--- src/hw/rtl/gdfs_pkg.sv ---
// ----------------------------------------------------------------------------
// gdfs_pkg
// Shared types and codes for the depth-first search core: request function
// codes, micro-op and branch condition codes, control word and status bundle.
// ----------------------------------------------------------------------------
package gdfs_pkg;

    // Field widths fixed by the request and result formats
    localparam int FUNC_W  = 2;
    localparam int VERT_W  = 6;
    localparam int COUNT_W = 7;

    // Vertex count after reset
    localparam logic [COUNT_W-1:0] COUNT_RESET = 7'd64;

    // Request function codes
    localparam logic [FUNC_W-1:0] FUNC_CLEAR  = 2'd0;
    localparam logic [FUNC_W-1:0] FUNC_EDGE   = 2'd1;
    localparam logic [FUNC_W-1:0] FUNC_SEARCH = 2'd2;

    // Micro-program address
    localparam int UADDR_W = 5;
    typedef logic [UADDR_W-1:0] t_uaddr;

    // Datapath action of one micro step
    typedef enum logic [3:0] {
        UOP_NOP,
        UOP_FETCH,
        UOP_CLEAR,
        UOP_RD_A,
        UOP_WR_A,
        UOP_RD_B,
        UOP_WR_B,
        UOP_START,
        UOP_RD_CUR,
        UOP_CAND,
        UOP_FIND,
        UOP_PUSH,
        UOP_POP_RD,
        UOP_POP_LD,
        UOP_FIN,
        UOP_BAD
    } t_uop;

    // Branch condition of one micro step
    typedef enum logic [3:0] {
        COND_NEVER,
        COND_ALWAYS,
        COND_NO_REQ,
        COND_FUNC_CLR,
        COND_FUNC_EDGE,
        COND_FUNC_SRCH,
        COND_EDGE_BAD,
        COND_START_BAD,
        COND_CAND_ZERO,
        COND_OUT_BUSY,
        COND_SP_ZERO
    } t_cond;

    // One control word of the micro-program
    typedef struct packed {
        t_uop   uop;
        t_cond  cond;
        t_uaddr target;
    } t_uword;

    // Datapath flags the sequencer branches on
    typedef struct packed {
        logic no_req;
        logic func_clr;
        logic func_edge;
        logic func_srch;
        logic edge_bad;
        logic start_bad;
        logic cand_zero;
        logic out_busy;
        logic sp_zero;
    } t_stat;

endpackage

--- src/hw/rtl/gdfs_sequencer.sv ---
// ----------------------------------------------------------------------------
// gdfs_sequencer
// Step counter and micro-program ROM. Each step issues one control word and
// either falls through or jumps, unconditionally or on a datapath flag.
// ----------------------------------------------------------------------------
module gdfs_sequencer (
    input  logic            i_clk,
    input  logic            i_rst_n,
    input  gdfs_pkg::t_stat i_stat,
    output gdfs_pkg::t_uword o_uword
);

    // Program labels
    localparam gdfs_pkg::t_uaddr A_FETCH  = 5'd0;
    localparam gdfs_pkg::t_uaddr A_CLR    = 5'd5;
    localparam gdfs_pkg::t_uaddr A_EDGE   = 5'd6;
    localparam gdfs_pkg::t_uaddr A_SRCH   = 5'd11;
    localparam gdfs_pkg::t_uaddr A_LOOP   = 5'd13;
    localparam gdfs_pkg::t_uaddr A_EMIT   = 5'd17;
    localparam gdfs_pkg::t_uaddr A_POP    = 5'd19;
    localparam gdfs_pkg::t_uaddr A_FINISH = 5'd22;
    localparam gdfs_pkg::t_uaddr A_BADOUT = 5'd24;

    // Micro-program
    function automatic gdfs_pkg::t_uword rom(input gdfs_pkg::t_uaddr a);
        gdfs_pkg::t_uword w;
        w = '{uop: gdfs_pkg::UOP_NOP, cond: gdfs_pkg::COND_ALWAYS, target: A_FETCH};
        unique case (a)
            // idle: wait for a request, then dispatch on its function
            5'd0:  w = '{gdfs_pkg::UOP_FETCH,  gdfs_pkg::COND_NO_REQ,    A_FETCH};
            5'd1:  w = '{gdfs_pkg::UOP_NOP,    gdfs_pkg::COND_FUNC_CLR,  A_CLR};
            5'd2:  w = '{gdfs_pkg::UOP_NOP,    gdfs_pkg::COND_FUNC_EDGE, A_EDGE};
            5'd3:  w = '{gdfs_pkg::UOP_NOP,    gdfs_pkg::COND_FUNC_SRCH, A_SRCH};
            5'd4:  w = '{gdfs_pkg::UOP_NOP,    gdfs_pkg::COND_ALWAYS,    A_FETCH};
            // clear graph
            5'd5:  w = '{gdfs_pkg::UOP_CLEAR,  gdfs_pkg::COND_ALWAYS,    A_FETCH};
            // add edge: read-modify-write row a, then row b
            5'd6:  w = '{gdfs_pkg::UOP_NOP,    gdfs_pkg::COND_EDGE_BAD,  A_FETCH};
            5'd7:  w = '{gdfs_pkg::UOP_RD_A,   gdfs_pkg::COND_NEVER,     A_FETCH};
            5'd8:  w = '{gdfs_pkg::UOP_WR_A,   gdfs_pkg::COND_NEVER,     A_FETCH};
            5'd9:  w = '{gdfs_pkg::UOP_RD_B,   gdfs_pkg::COND_NEVER,     A_FETCH};
            5'd10: w = '{gdfs_pkg::UOP_WR_B,   gdfs_pkg::COND_ALWAYS,    A_FETCH};
            // search setup
            5'd11: w = '{gdfs_pkg::UOP_NOP,    gdfs_pkg::COND_START_BAD, A_BADOUT};
            5'd12: w = '{gdfs_pkg::UOP_START,  gdfs_pkg::COND_NEVER,     A_FETCH};
            // walk: fetch row of top vertex, look for an unvisited neighbor
            5'd13: w = '{gdfs_pkg::UOP_RD_CUR, gdfs_pkg::COND_NEVER,     A_FETCH};
            5'd14: w = '{gdfs_pkg::UOP_CAND,   gdfs_pkg::COND_NEVER,     A_FETCH};
            5'd15: w = '{gdfs_pkg::UOP_NOP,    gdfs_pkg::COND_CAND_ZERO, A_POP};
            5'd16: w = '{gdfs_pkg::UOP_FIND,   gdfs_pkg::COND_NEVER,     A_FETCH};
            // descend: wait for the output register, emit and push
            5'd17: w = '{gdfs_pkg::UOP_NOP,    gdfs_pkg::COND_OUT_BUSY,  A_EMIT};
            5'd18: w = '{gdfs_pkg::UOP_PUSH,   gdfs_pkg::COND_ALWAYS,    A_LOOP};
            // backtrack: pop the parent, or finish on an empty stack
            5'd19: w = '{gdfs_pkg::UOP_NOP,    gdfs_pkg::COND_SP_ZERO,   A_FINISH};
            5'd20: w = '{gdfs_pkg::UOP_POP_RD, gdfs_pkg::COND_NEVER,     A_FETCH};
            5'd21: w = '{gdfs_pkg::UOP_POP_LD, gdfs_pkg::COND_ALWAYS,    A_LOOP};
            // final result carries last
            5'd22: w = '{gdfs_pkg::UOP_NOP,    gdfs_pkg::COND_OUT_BUSY,  A_FINISH};
            5'd23: w = '{gdfs_pkg::UOP_FIN,    gdfs_pkg::COND_ALWAYS,    A_FETCH};
            // out-of-range start
            5'd24: w = '{gdfs_pkg::UOP_NOP,    gdfs_pkg::COND_OUT_BUSY,  A_BADOUT};
            5'd25: w = '{gdfs_pkg::UOP_BAD,    gdfs_pkg::COND_ALWAYS,    A_FETCH};
            default: w = '{gdfs_pkg::UOP_NOP,  gdfs_pkg::COND_ALWAYS,    A_FETCH};
        endcase
        return w;
    endfunction

    gdfs_pkg::t_uaddr r_pc;
    gdfs_pkg::t_uaddr n_pc;
    gdfs_pkg::t_uword uword;
    logic             take;

    assign uword   = rom(r_pc);
    assign o_uword = uword;

    // Branch condition select
    always_comb begin
        unique case (uword.cond)
            gdfs_pkg::COND_NEVER:     take = 1'b0;
            gdfs_pkg::COND_ALWAYS:    take = 1'b1;
            gdfs_pkg::COND_NO_REQ:    take = i_stat.no_req;
            gdfs_pkg::COND_FUNC_CLR:  take = i_stat.func_clr;
            gdfs_pkg::COND_FUNC_EDGE: take = i_stat.func_edge;
            gdfs_pkg::COND_FUNC_SRCH: take = i_stat.func_srch;
            gdfs_pkg::COND_EDGE_BAD:  take = i_stat.edge_bad;
            gdfs_pkg::COND_START_BAD: take = i_stat.start_bad;
            gdfs_pkg::COND_CAND_ZERO: take = i_stat.cand_zero;
            gdfs_pkg::COND_OUT_BUSY:  take = i_stat.out_busy;
            gdfs_pkg::COND_SP_ZERO:   take = i_stat.sp_zero;
            default:                  take = 1'b0;
        endcase
        n_pc = take ? uword.target : r_pc + 5'd1;
    end

    // Step counter
    always_ff @(posedge i_clk) begin
        if (!i_rst_n) begin
            r_pc <= A_FETCH;
        end else begin
            r_pc <= n_pc;
        end
    end

endmodule

--- config.mk ---
export PLATFORM = sky130hd
export DESIGN_NAME = gdfs_sequencer
export DESIGN_NICKNAME = d
export VERILOG_FILES = /design/src/hw/rtl/gdfs_pkg.sv /design/src/hw/rtl/gdfs_sequencer.sv
export SDC_FILE = /design/constraint.sdc
export NUM_CORES = 1
export LEC_CHECK = 0
export BUFFER_PORTS_ARGS = -buffer_cell sky130_fd_sc_hd__buf_2
export CAP_MARGIN = 15
export CORE_UTILIZATION = 40
export DETAILED_ROUTE_END_ITERATION = 6
export GPL_ROUTABILITY_DRIVEN = 0
export PLACE_DENSITY = 0.67
export SKIP_LAST_GASP = 1
export SLEW_MARGIN = 20
export SYNTH_ARGS = -nofsm -noshare
export SYNTH_HDL_FRONTEND = slang
export SYNTH_SLANG_ARGS = --single-unit
--- constraint.sdc ---
create_clock -name i_clk -period 3.3 [get_ports i_clk]
set_input_delay 0.165 -clock i_clk [delete_from_list [all_inputs] [get_ports i_clk]]
set_output_delay 0.165 -clock i_clk [all_outputs]
set_load 0.01 [all_outputs]
# Yosys cells after proc, flatten, opt, wreduce, memory -nomap -nowiden
# Memories as Yosys holds them, arrays and structs flattened. A register that Yosys moved wholly into a read port is not among the register bits.
# Index checks and enable logic that the tools add are counted.
# totals
register_bits	5
rom_bits	416
output_inout_bits	13
mem_count	1
# mem_list
name	depth	word_bits	rd	rd_ports_with_merged_regs	write_ports	line	text
(name not given)	32	13	1	1	0	gdfs_sequencer.sv:28	unique case (a)
# classes
addsub	1
n_eq_ne	10
mux	3
# ops
op	n
4-bit by 3-bit equality test with 1-bit output, second input constant	4
4-bit equality test, second input constant	3
5-bit two-way mux	2
1-bit one-hot mux with 10 select lines	1
4-bit by 2-bit equality test with 1-bit output, second input constant	2
5-bit by 1-bit adder with 5-bit output, second input constant	1
4-bit by 1-bit equality test with 1-bit output, second input constant	1

# Longest topological paths before layout
# Gate-level depths: netlist of run 1.
# logic_depth
word_depth	4
mapped_depth	11

# Least setup slack after synthesis of run 1
# No wires, ideal clock.
# synth_path
kind	register -> register
startpoint	register o_uword[5] (netlist name)
endpoint	register o_uword[10] (netlist name)
setup_ns	0.120
t_arrival_ns	2.781
required_ns	3.180
slack_ns	0.399
path_stages_with_launch	11
synth_period_minus_slack_ns	2.901
cell_sequence	dfxtp_1 > nor2b_1 > a211oi_1 > or3_1 > nand2_4 > mux2i_1 > inv_1 > ha_1 > mux2_4 > a221o_1 > o31a_1
# synth_between
elab_chain_cells	4
word_cells_on_any_way	13
# synth_rtl
item	line	text
4-bit equality test, or another cell as far along	gdfs_sequencer.sv:79	unique case (uword.cond)
1-bit one-hot mux with 10 select lines *	gdfs_sequencer.sv:79	
5-bit two-way mux *	gdfs_sequencer.sv:93	n_pc = take ? uword.target : r_pc + 5'd1;
5-bit two-way mux (no source line) *	n/a	
# Mark *: on every way between the ends. The rest lies on a longest branch, timed or not.
# A chain may end at the register's enable or synchronous reset.

# Final worst setup path of run 1
# layout_path
startpoint	register o_uword[5] (netlist name)
endpoint	register o_uword[10] (netlist name)
# layout_between
elab_chain_cells	4
word_cells_on_any_way	13
# layout_rtl
item	line
4-bit equality test, or another cell as far along	gdfs_sequencer.sv:79
1-bit one-hot mux with 10 select lines *	gdfs_sequencer.sv:79
5-bit two-way mux *	gdfs_sequencer.sv:93
5-bit two-way mux (no source line) *	n/a
# Marked as above.

==> flow_metrics.env, run 1 <==
export IMPL_power_total_mw=1.358
export IMPL_syn_instance_count=139
export IMPL_num_vias=1100
export IMPL_worst_setup_path_start_kind="flop"
export IMPL_postRouteAntennaNets=0
export IMPL_timing_slew_headroom_pct=73.24
export IMPL_syn2layout_area_growth_pct=14.44
export IMPL_synthAdderAreaFrac_pct=8.493
export IMPL_worstMarginPinSlew_ns=0.3990
export IMPL_synth_area_leaders="dfxtp_1 (31%), ha_1 (8.5%), nand2_1 (6.7%)"
export IMPL_cts_root_buf="clkbuf_4"
export IMPL_numCtsBuffers=3
export IMPL_final_net_count=180
export IMPL_skew_ns=0.003265
export IMPL_drive_above_1_share_pct=26.25
export IMPL_hold_viol=0
export IMPL_p_sw_mw=0.6139
export IMPL_intPower_mw=0.7442
export IMPL_ys_warn_count=0
export IMPL_pwr_share_comb_pct=64.2
export IMPL_cp_required_ns=3.49
export IMPL_dieArea_um2=3167
export IMPL_grt_usage_pct=18.94
export IMPL_power_frac_clock_pct=9.8
export IMPL_postCtsSetupRepairBufs=0
export IMPL_die_h_um=56.28
export IMPL_regToRegStartpoint="o_uword[5]$_DFF_P_"
export IMPL_synth_seq_cells=18
export IMPL_p_leak_nw=0.6268
export IMPL_drt_initial_drc_count=39
export IMPL_pwr_density_cell_nw_per_um2=1007
export IMPL_syn_num_nets=158
export IMPL_status="complete, no violations"
export IMPL_crit_path_end_kind="flop"
export IMPL_rr_endpoint="o_uword[10]$_DFF_P_"
export IMPL_rsz0062_at_grt="no"
export IMPL_finalMaxSlewViolations=0
export IMPL_fin_area_um2=1349
export IMPL_vias_per_cell=5.759
export IMPL_worstHoldEndpoint="r_pc[1]$_SDFF_PN0_"
export IMPL_antenna_found_initial=0
export IMPL_synth_edf_count=0
export IMPL_dp_hpwl_mm=2.098
export IMPL_fin_setup_tns_ns=0
export IMPL_setup_violations=0
export IMPL_ios=24
export IMPL_critPathKind="reg -> reg"
export IMPL_post_route_util_pct=48.49
export IMPL_clock_sinks=18
export IMPL_holdBufCountCts=0
export IMPL_r2r_slack_ns=0.53
export IMPL_peakVddDrop_mv=0.4626
export IMPL_first_pass_iters=4
export IMPL_htreeDepth=1
export IMPL_synth_mux_area_share_pct=8.174
export IMPL_synth_compound_area_share_pct=24.73
export IMPL_cts_tree="done"
export IMPL_placed_cell_area_um2=1313
export IMPL_post_drt_wl_per_cell_um=14.54
export IMPL_crit_arrival_ns=2.96
export IMPL_drc=0
export IMPL_synthFlopType="dfxtp_1"
export IMPL_grt_pass1_vias=1078
export IMPL_power_frac_seq_pct=25.9
export IMPL_clk_path_buf_depth=2
export IMPL_finalCriticalPeriod_ns=2.767
export IMPL_async_flop_share_pct=0
export IMPL_worstSkewPairLatency_ns=0.29
export IMPL_routed_wl_mm=2.778
export IMPL_maxCapViolCount=0
export IMPL_num_rows=19
export IMPL_core_area_um2=2781
export IMPL_hp_start="i_rst_n"
export IMPL_synth_top_family_by_area="compound AO/OA/AOI/OAI gates"
export IMPL_grt_pass1_wl_mm=4.705
export IMPL_grt_ovfl_total=0
export IMPL_yosysSeqAreaShare_pct=30.57
export IMPL_start_util_pct=42.38
export IMPL_yosys_area_share_simple_pct=18.15
export IMPL_fp_dieW_um=56.28
export IMPL_netlist_area_leader_share_pct=30.57
export IMPL_path_max_fanout=5
export IMPL_min_delay_path_depth=3
export IMPL_min_period_over_period_pct=83.85
export IMPL_rr_worst_depth=10
export IMPL_p_sw_share_pct=45.20
export IMPL_synth_area_um2=1179
export IMPL_synthXorXnorAreaFrac_pct=3.715
export IMPL_avgSynthCellArea_um2=8.479
export IMPL_postCtsResizedCells=0
export IMPL_portBuffers=23
export IMPL_synth_distinct_cells=48
export IMPL_clock_fmax_mhz=361.4
export IMPL_cts_reportedPaths_clkPinSlew_ns=0.10
export IMPL_synth_area_leader_cell="dfxtp_1"
export IMPL_diodes=0
export IMPL_hp_class="in -> reg"
export IMPL_grt_max_degree=16
[worst max-delay path, cell delays in order (launching register included)]
cell and delay, ns:
dfxtp_1 0.44, nor2b_1 0.25, a221oi_1 0.11, or3_1 0.39
nand2_4 0.13, mux2i_1 0.25, inv_1 0.14, ha_1 0.27
mux2_4 0.29, a221o_1 0.29, o31a_1 0.10
[cell families (layout without fill, tap and decap cells)]
| logic type | count (synthesis) | count (layout) |
|---|---|---|
| simple gates | 44 | 44 |
| mux | 8 | 8 |
| xor+xnor | 5 | 5 |
| compound gates | 39 | 39 |
| buf+inv | 17 | 38 |
| fa+ha+maj | 8 | 8 |
| flops | 18 | 18 |
[metal layers]
| layer | wire (µm) | part of all wire (%) | vias to the layer above | global-route usage (%) |
|---|---|---|---|---|
| met4 | 47 | 1.7 | 0 | 11.15 |
| met1 | 1173 | 42 | 516 | 22.46 |
| met5 | 0 | 0 | - | 0 |
| met2 | 1423 | 51 | 42 | 32.31 |
| li1 | - | - | 538 | - |
| met3 | 133 | 4.8 | 4 | 2.765 |
[Yosys cell counts (2+ instances only)]
cell type,instances
nand2_1,21
dfxtp_1,18
ha_1,8
a21oi_1,6
nor2_1,6
a31oi_1,4
inv_1,4
mux2i_1,4
nand3_1,4
o21ai_0,4
a211oi_1,3
buf_2,3
clkbuf_1,3
inv_2,3
mux2_4,3
nor3_1,3
xnor2_1,3
a22oi_1,2
a2bb2oi_1,2
a31o_2,2
nand2b_1,2
nand3b_1,2
o21ai_1,2
o22ai_1,2
xor2_1,2
[how the worst max path moves through the flow]
| stage | start | depth (start not counted) | endpoint | slack (ns) |
|---|---|---|---|---|
| floorplan | o_uword[5]$_DFF_P_ | 10 | o_uword[10]$_DFF_P_ | 0.40 |
| CTS | o_uword[5]$_DFF_P_ | 10 | o_uword[10]$_DFF_P_ | 0.52 |
| global route | o_uword[5]$_DFF_P_ | 10 | o_uword[10]$_DFF_P_ | 0.34 |
| detailed placement | o_uword[5]$_DFF_P_ | 10 | o_uword[10]$_DFF_P_ | 0.54 |
| finish | o_uword[5]$_DFF_P_ | 10 | o_uword[10]$_DFF_P_ | 0.53 |
| global placement | o_uword[5]$_DFF_P_ | 10 | o_uword[4]$_DFF_P_ | 0.66 |
[placed cells by master (no fill, tap or decap), types with 2 or more instances in the layout]
cell,instances
o21ai_0,4
buf_2,23
nand3b_1,2
nor2_1,6
nand3_1,4
a21oi_1,6
inv_2,3
xnor2_1,3
nor3_1,3
a31o_2,2
ha_1,8
xor2_1,2
mux2_4,3
inv_1,4
nand2b_1,2
o22ai_1,2
a31oi_1,4
a22oi_1,2
a2bb2oi_1,2
o21ai_1,2
buf_4,3
mux2i_1,4
nand2_1,21
dfxtp_1,18
clkbuf_4,3
a211oi_1,3
[state kept, by name, summed over array words and instances (netlist names)]
signal,flops
o_uword,13
r_pc,5
[power groups by stage]
stage | registers [mW] | logic (mW) | clock network [mW]
2_1_floorplan | 0.379 | 0.638 | 0
3_3_place_gp | 0.354 | 0.855 | 0
3_5_place_dp | 0.358 | 0.867 | 0
4_1_cts | 0.353 | 0.872 | 0.138
5_1_grt | 0.362 | 0.969 | 0.151
6_report | 0.352 | 0.872 | 0.134
[stage by stage]
stage | setup WS, ns | instances | hold slack (ns)
after global placement | 0.6584 | 187 | 0.4939
after floorplan | 0.3990 | 139 | 0.4690
after CTS | 0.5187 | 191 | 0.2138
after detailed placement | 0.5396 | 187 | 0.4838
final | 0.5329 | 191 | 0.2206
after global routing | 0.3440 | 191 | 0.2191
[final cells by class]
type                    count  area, µm²
multi-input cells         104      745.7
repair buffers             26      137.6
flip-flops and latches     18      360.3
inverters                   8      30.03
fillers                   271       1433
well taps                  31      38.79
clock buffers               4      36.28
(Power assumes the default switching activity.)
==> run 2: changes to the inputs <==
Settings changed: ABC_AREA set to 1, PLACE_DENSITY 0.67 to 0.68.
Clock period 3.3 ns to 2.4 ns, I/O delays scaled along.
==> run 2 against run 1 <==
  * Sequential share of layout area fell by 4.3 points
  * Synthesized cell count rose by 37%
  * First-iteration DRC count rose by 72%
  * Cell count rose by 38%
  * Die area rose by 19%
  * Largest cell class unchanged
  * Critical endpoint is now o_uword[12]$_DFF_P_
==> flow_metrics.env, run 2 <==
export IMPL_status="complete, no violations"
export IMPL_synth_area_leaders="dfxtp_1 (25%), nand2_1 (16%), nand3_1 (9.2%)"
export IMPL_synth_distinct_cells=28
export IMPL_num_fill_cells=360
export IMPL_critPathKind="reg -> reg"
export IMPL_synth_area_leader_cell="dfxtp_1"
export IMPL_routed_wl_mm=3.119
export IMPL_post_route_util_pct=48.18
export IMPL_grt_pass1_vias=1216
export IMPL_synth_seq_cells=18
export IMPL_grtUsageMet3_pct=4.412
export IMPL_min_delay_path_depth=3
export IMPL_clock_fmax_mhz=444.5
export IMPL_drive_above_1_share_pct=28.90
export IMPL_skew_ns=0.01382
export IMPL_portBuffers=23
export IMPL_avgSynthCellArea_um2=7.455
export IMPL_drt_initial_drc_count=67
export IMPL_cts_reportedPaths_clkPinSlew_ns=0.11
export IMPL_worstSkewPairLatency_ns=0.31
export IMPL_hp_start="i_rst_n"
export IMPL_timing_slew_headroom_pct=70.12
export IMPL_yosysMostFrequentCell="nand2_1"
export IMPL_syn_instance_count=190
export IMPL_async_flop_share_pct=0
export IMPL_crit_path_end_kind="flop"
export IMPL_hold_viol=0
export IMPL_crit_arrival_ns=2.45
export IMPL_synth_area_um2=1416
export IMPL_syn2layout_area_growth_pct=14.40
export IMPL_grt_ovfl_total=0
export IMPL_fp_dieW_um=61.51
export IMPL_drc=0
export IMPL_diodes=0
export IMPL_start_util_pct=42.11
export IMPL_yosysSeqAreaShare_pct=25.44
export IMPL_grt_usage_pct=18.23
export IMPL_rr_worst_depth=16
export IMPL_r2r_slack_ns=0.15
export IMPL_hp_class="in -> reg"
export IMPL_ios=24
export IMPL_num_vias=1321
export IMPL_worstMarginPinSlew_ns=0.4472
export IMPL_rsz0062_at_grt="yes"
export IMPL_path_max_fanout=7
export IMPL_regToRegStartpoint="o_uword[7]$_SDFF_PN0_"
export IMPL_netlist_area_leader_share_pct=25.44
export IMPL_holdBufCountCts=0
export IMPL_largest_reg_flops=13
export IMPL_syn_num_nets=209
export IMPL_num_rows=21
export IMPL_mostFrequentLayoutCells="nand2_1 (59), nand3_1 (26), buf_2 (23), inv_1 (18), dfxtp_1 (16)"
export IMPL_final_net_count=238
export IMPL_clk_path_buf_depth=2
export IMPL_fin_setup_tns_ns=0
export IMPL_synthFlopType="dfxtp_1"
export IMPL_setup_violations=0
export IMPL_min_period_over_period_pct=93.74
export IMPL_first_pass_iters=5
export IMPL_rr_endpoint="o_uword[12]$_DFF_P_"
export IMPL_cts_tree="done"
export IMPL_clock_sinks=18
export IMPL_antenna_found_initial=0
export IMPL_htreeDepth=1
export IMPL_worst_setup_path_start_kind="flop"
export IMPL_numCtsBuffers=3
export IMPL_grt_busiest_layer="met2"
export IMPL_dp_cells=257
export IMPL_post_drt_wl_per_cell_um=11.81
export IMPL_dp_hpwl_mm=2.391
export IMPL_layout_commonest_cell="nand2_1"
export IMPL_grt_use_met1_pct=21.09
export IMPL_core_area_um2=3363
export IMPL_worstHoldEndpoint="r_pc[0]$_SDFF_PN0_"
export IMPL_grt_pass1_wl_mm=5.043
export IMPL_ys_warn_count=0
export IMPL_finalCriticalPeriod_ns=2.250
export IMPL_synth_common_cells="nand2_1 (59), nand3_1 (26), dfxtp_1 (18), inv_1 (18), nor2_1 (11)"
export IMPL_finalMaxSlewViolations=0
export IMPL_cts_root_buf="clkbuf_4"
export IMPL_die_h_um=61.51
export IMPL_layoutNonFillerInstCount=264
export IMPL_vias_per_cell=5.004
export IMPL_gr_usage_met2_pct=30.72
export IMPL_synth_edf_count=0
export IMPL_maxCapViolCount=0
export IMPL_dieArea_um2=3783
export IMPL_grt_max_degree=16
export IMPL_cp_required_ns=2.60
export IMPL_postRouteAntennaNets=0
run 2: what timing repair did:
item / in CTS / in global routing
gates resized for setup: 0 / 3
buffers inserted: 0 / 3
endpoints found under the setup margin: 0 / 5
run 2: cells by family (layout without fill, tap and decap cells):
logic type	after synthesis	in the layout	share of synthesized area, %
AND/OR/NAND/NOR	131	131	53.44
buffers and inverters	21	49	7.596
flip-flops	18	18	25.44
AO/OA/AOI/OAI	9	9	4.594
adder cells (fa/ha/maj)	8	8	7.067
XOR/XNOR	3	3	1.855
run 2: final cells by class:
type                    instances  area (µm²)  share of cell area [%]
repair buffers                 27       145.1                   8.958
clock buffers                   4       36.28                   2.239
inverters                      18       67.56                   4.170
multi-input cells             151       950.9                   58.69
well taps                      46       57.56                   3.552
flip-flops and latches         18       362.8                   22.39
run 2: per-stage QoR:
| stage | hold slack, ns | setup slack, ns | instance area, µm² |
|---|---|---|---|
| floorplan | 0.4240 | 0.2958 | 1416 |
| global placement | 0.5106 | 0.2218 | 1556 |
| detailed placement | 0.5147 | 0.1301 | 1556 |
| CTS | 0.1915 | 0.1123 | 1593 |
| global route | 0.1985 | -0.01628 | 1620 |
| finish | 0.1837 | 0.1503 | 1620 |
run 2: critical path, stage by stage, from the launching register on:
cell and delay, ns:
dfxtp_1 0.44, inv_1 0.08, nand3_1 0.07, nand2_1 0.06
nand2_1 0.10, nand2_4 0.10, nor2_8 0.18, nand2_1 0.07
nand2_1 0.13, nor2_4 0.07, buf_4 0.14, ha_1 0.27
inv_1 0.07, nand2_1 0.13, nor2_1 0.06, a21oi_1 0.12
nand2_1 0.06
run 2: metal layers:
| layer | wire length (µm) | part of all wire [%] | vias up |
|---|---|---|---|
| met5 | 0 | 0 | - |
| met4 | 94 | 3.0 | 0 |
| met3 | 201 | 6.4 | 12 |
| met2 | 1401 | 45 | 50 |
| met1 | 1421 | 46 | 594 |
| li1 | - | - | 665 |
run 2: worst max path at each step:
stage	startpoint	end	slack, ns	cells past startpoint
after global placement	o_uword[6]$_DFF_P_	o_uword[11]$_DFF_P_	0.22	13
after global routing	o_uword[7]$_SDFF_PN0_	o_uword[12]$_DFF_P_	-0.02	16
after detailed placement	o_uword[5]$_DFF_P_	o_uword[11]$_DFF_P_	0.13	13
after CTS	o_uword[5]$_DFF_P_	o_uword[11]$_DFF_P_	0.11	13
final	o_uword[7]$_SDFF_PN0_	o_uword[12]$_DFF_P_	0.15	16
after floorplan	o_uword[5]$_DFF_P_	o_uword[11]$_DFF_P_	0.30	13
Power of run 2 is left out: the tool's default activity adds up to more than one toggle a clock period on the data nets, which glitch-free logic cannot reach.
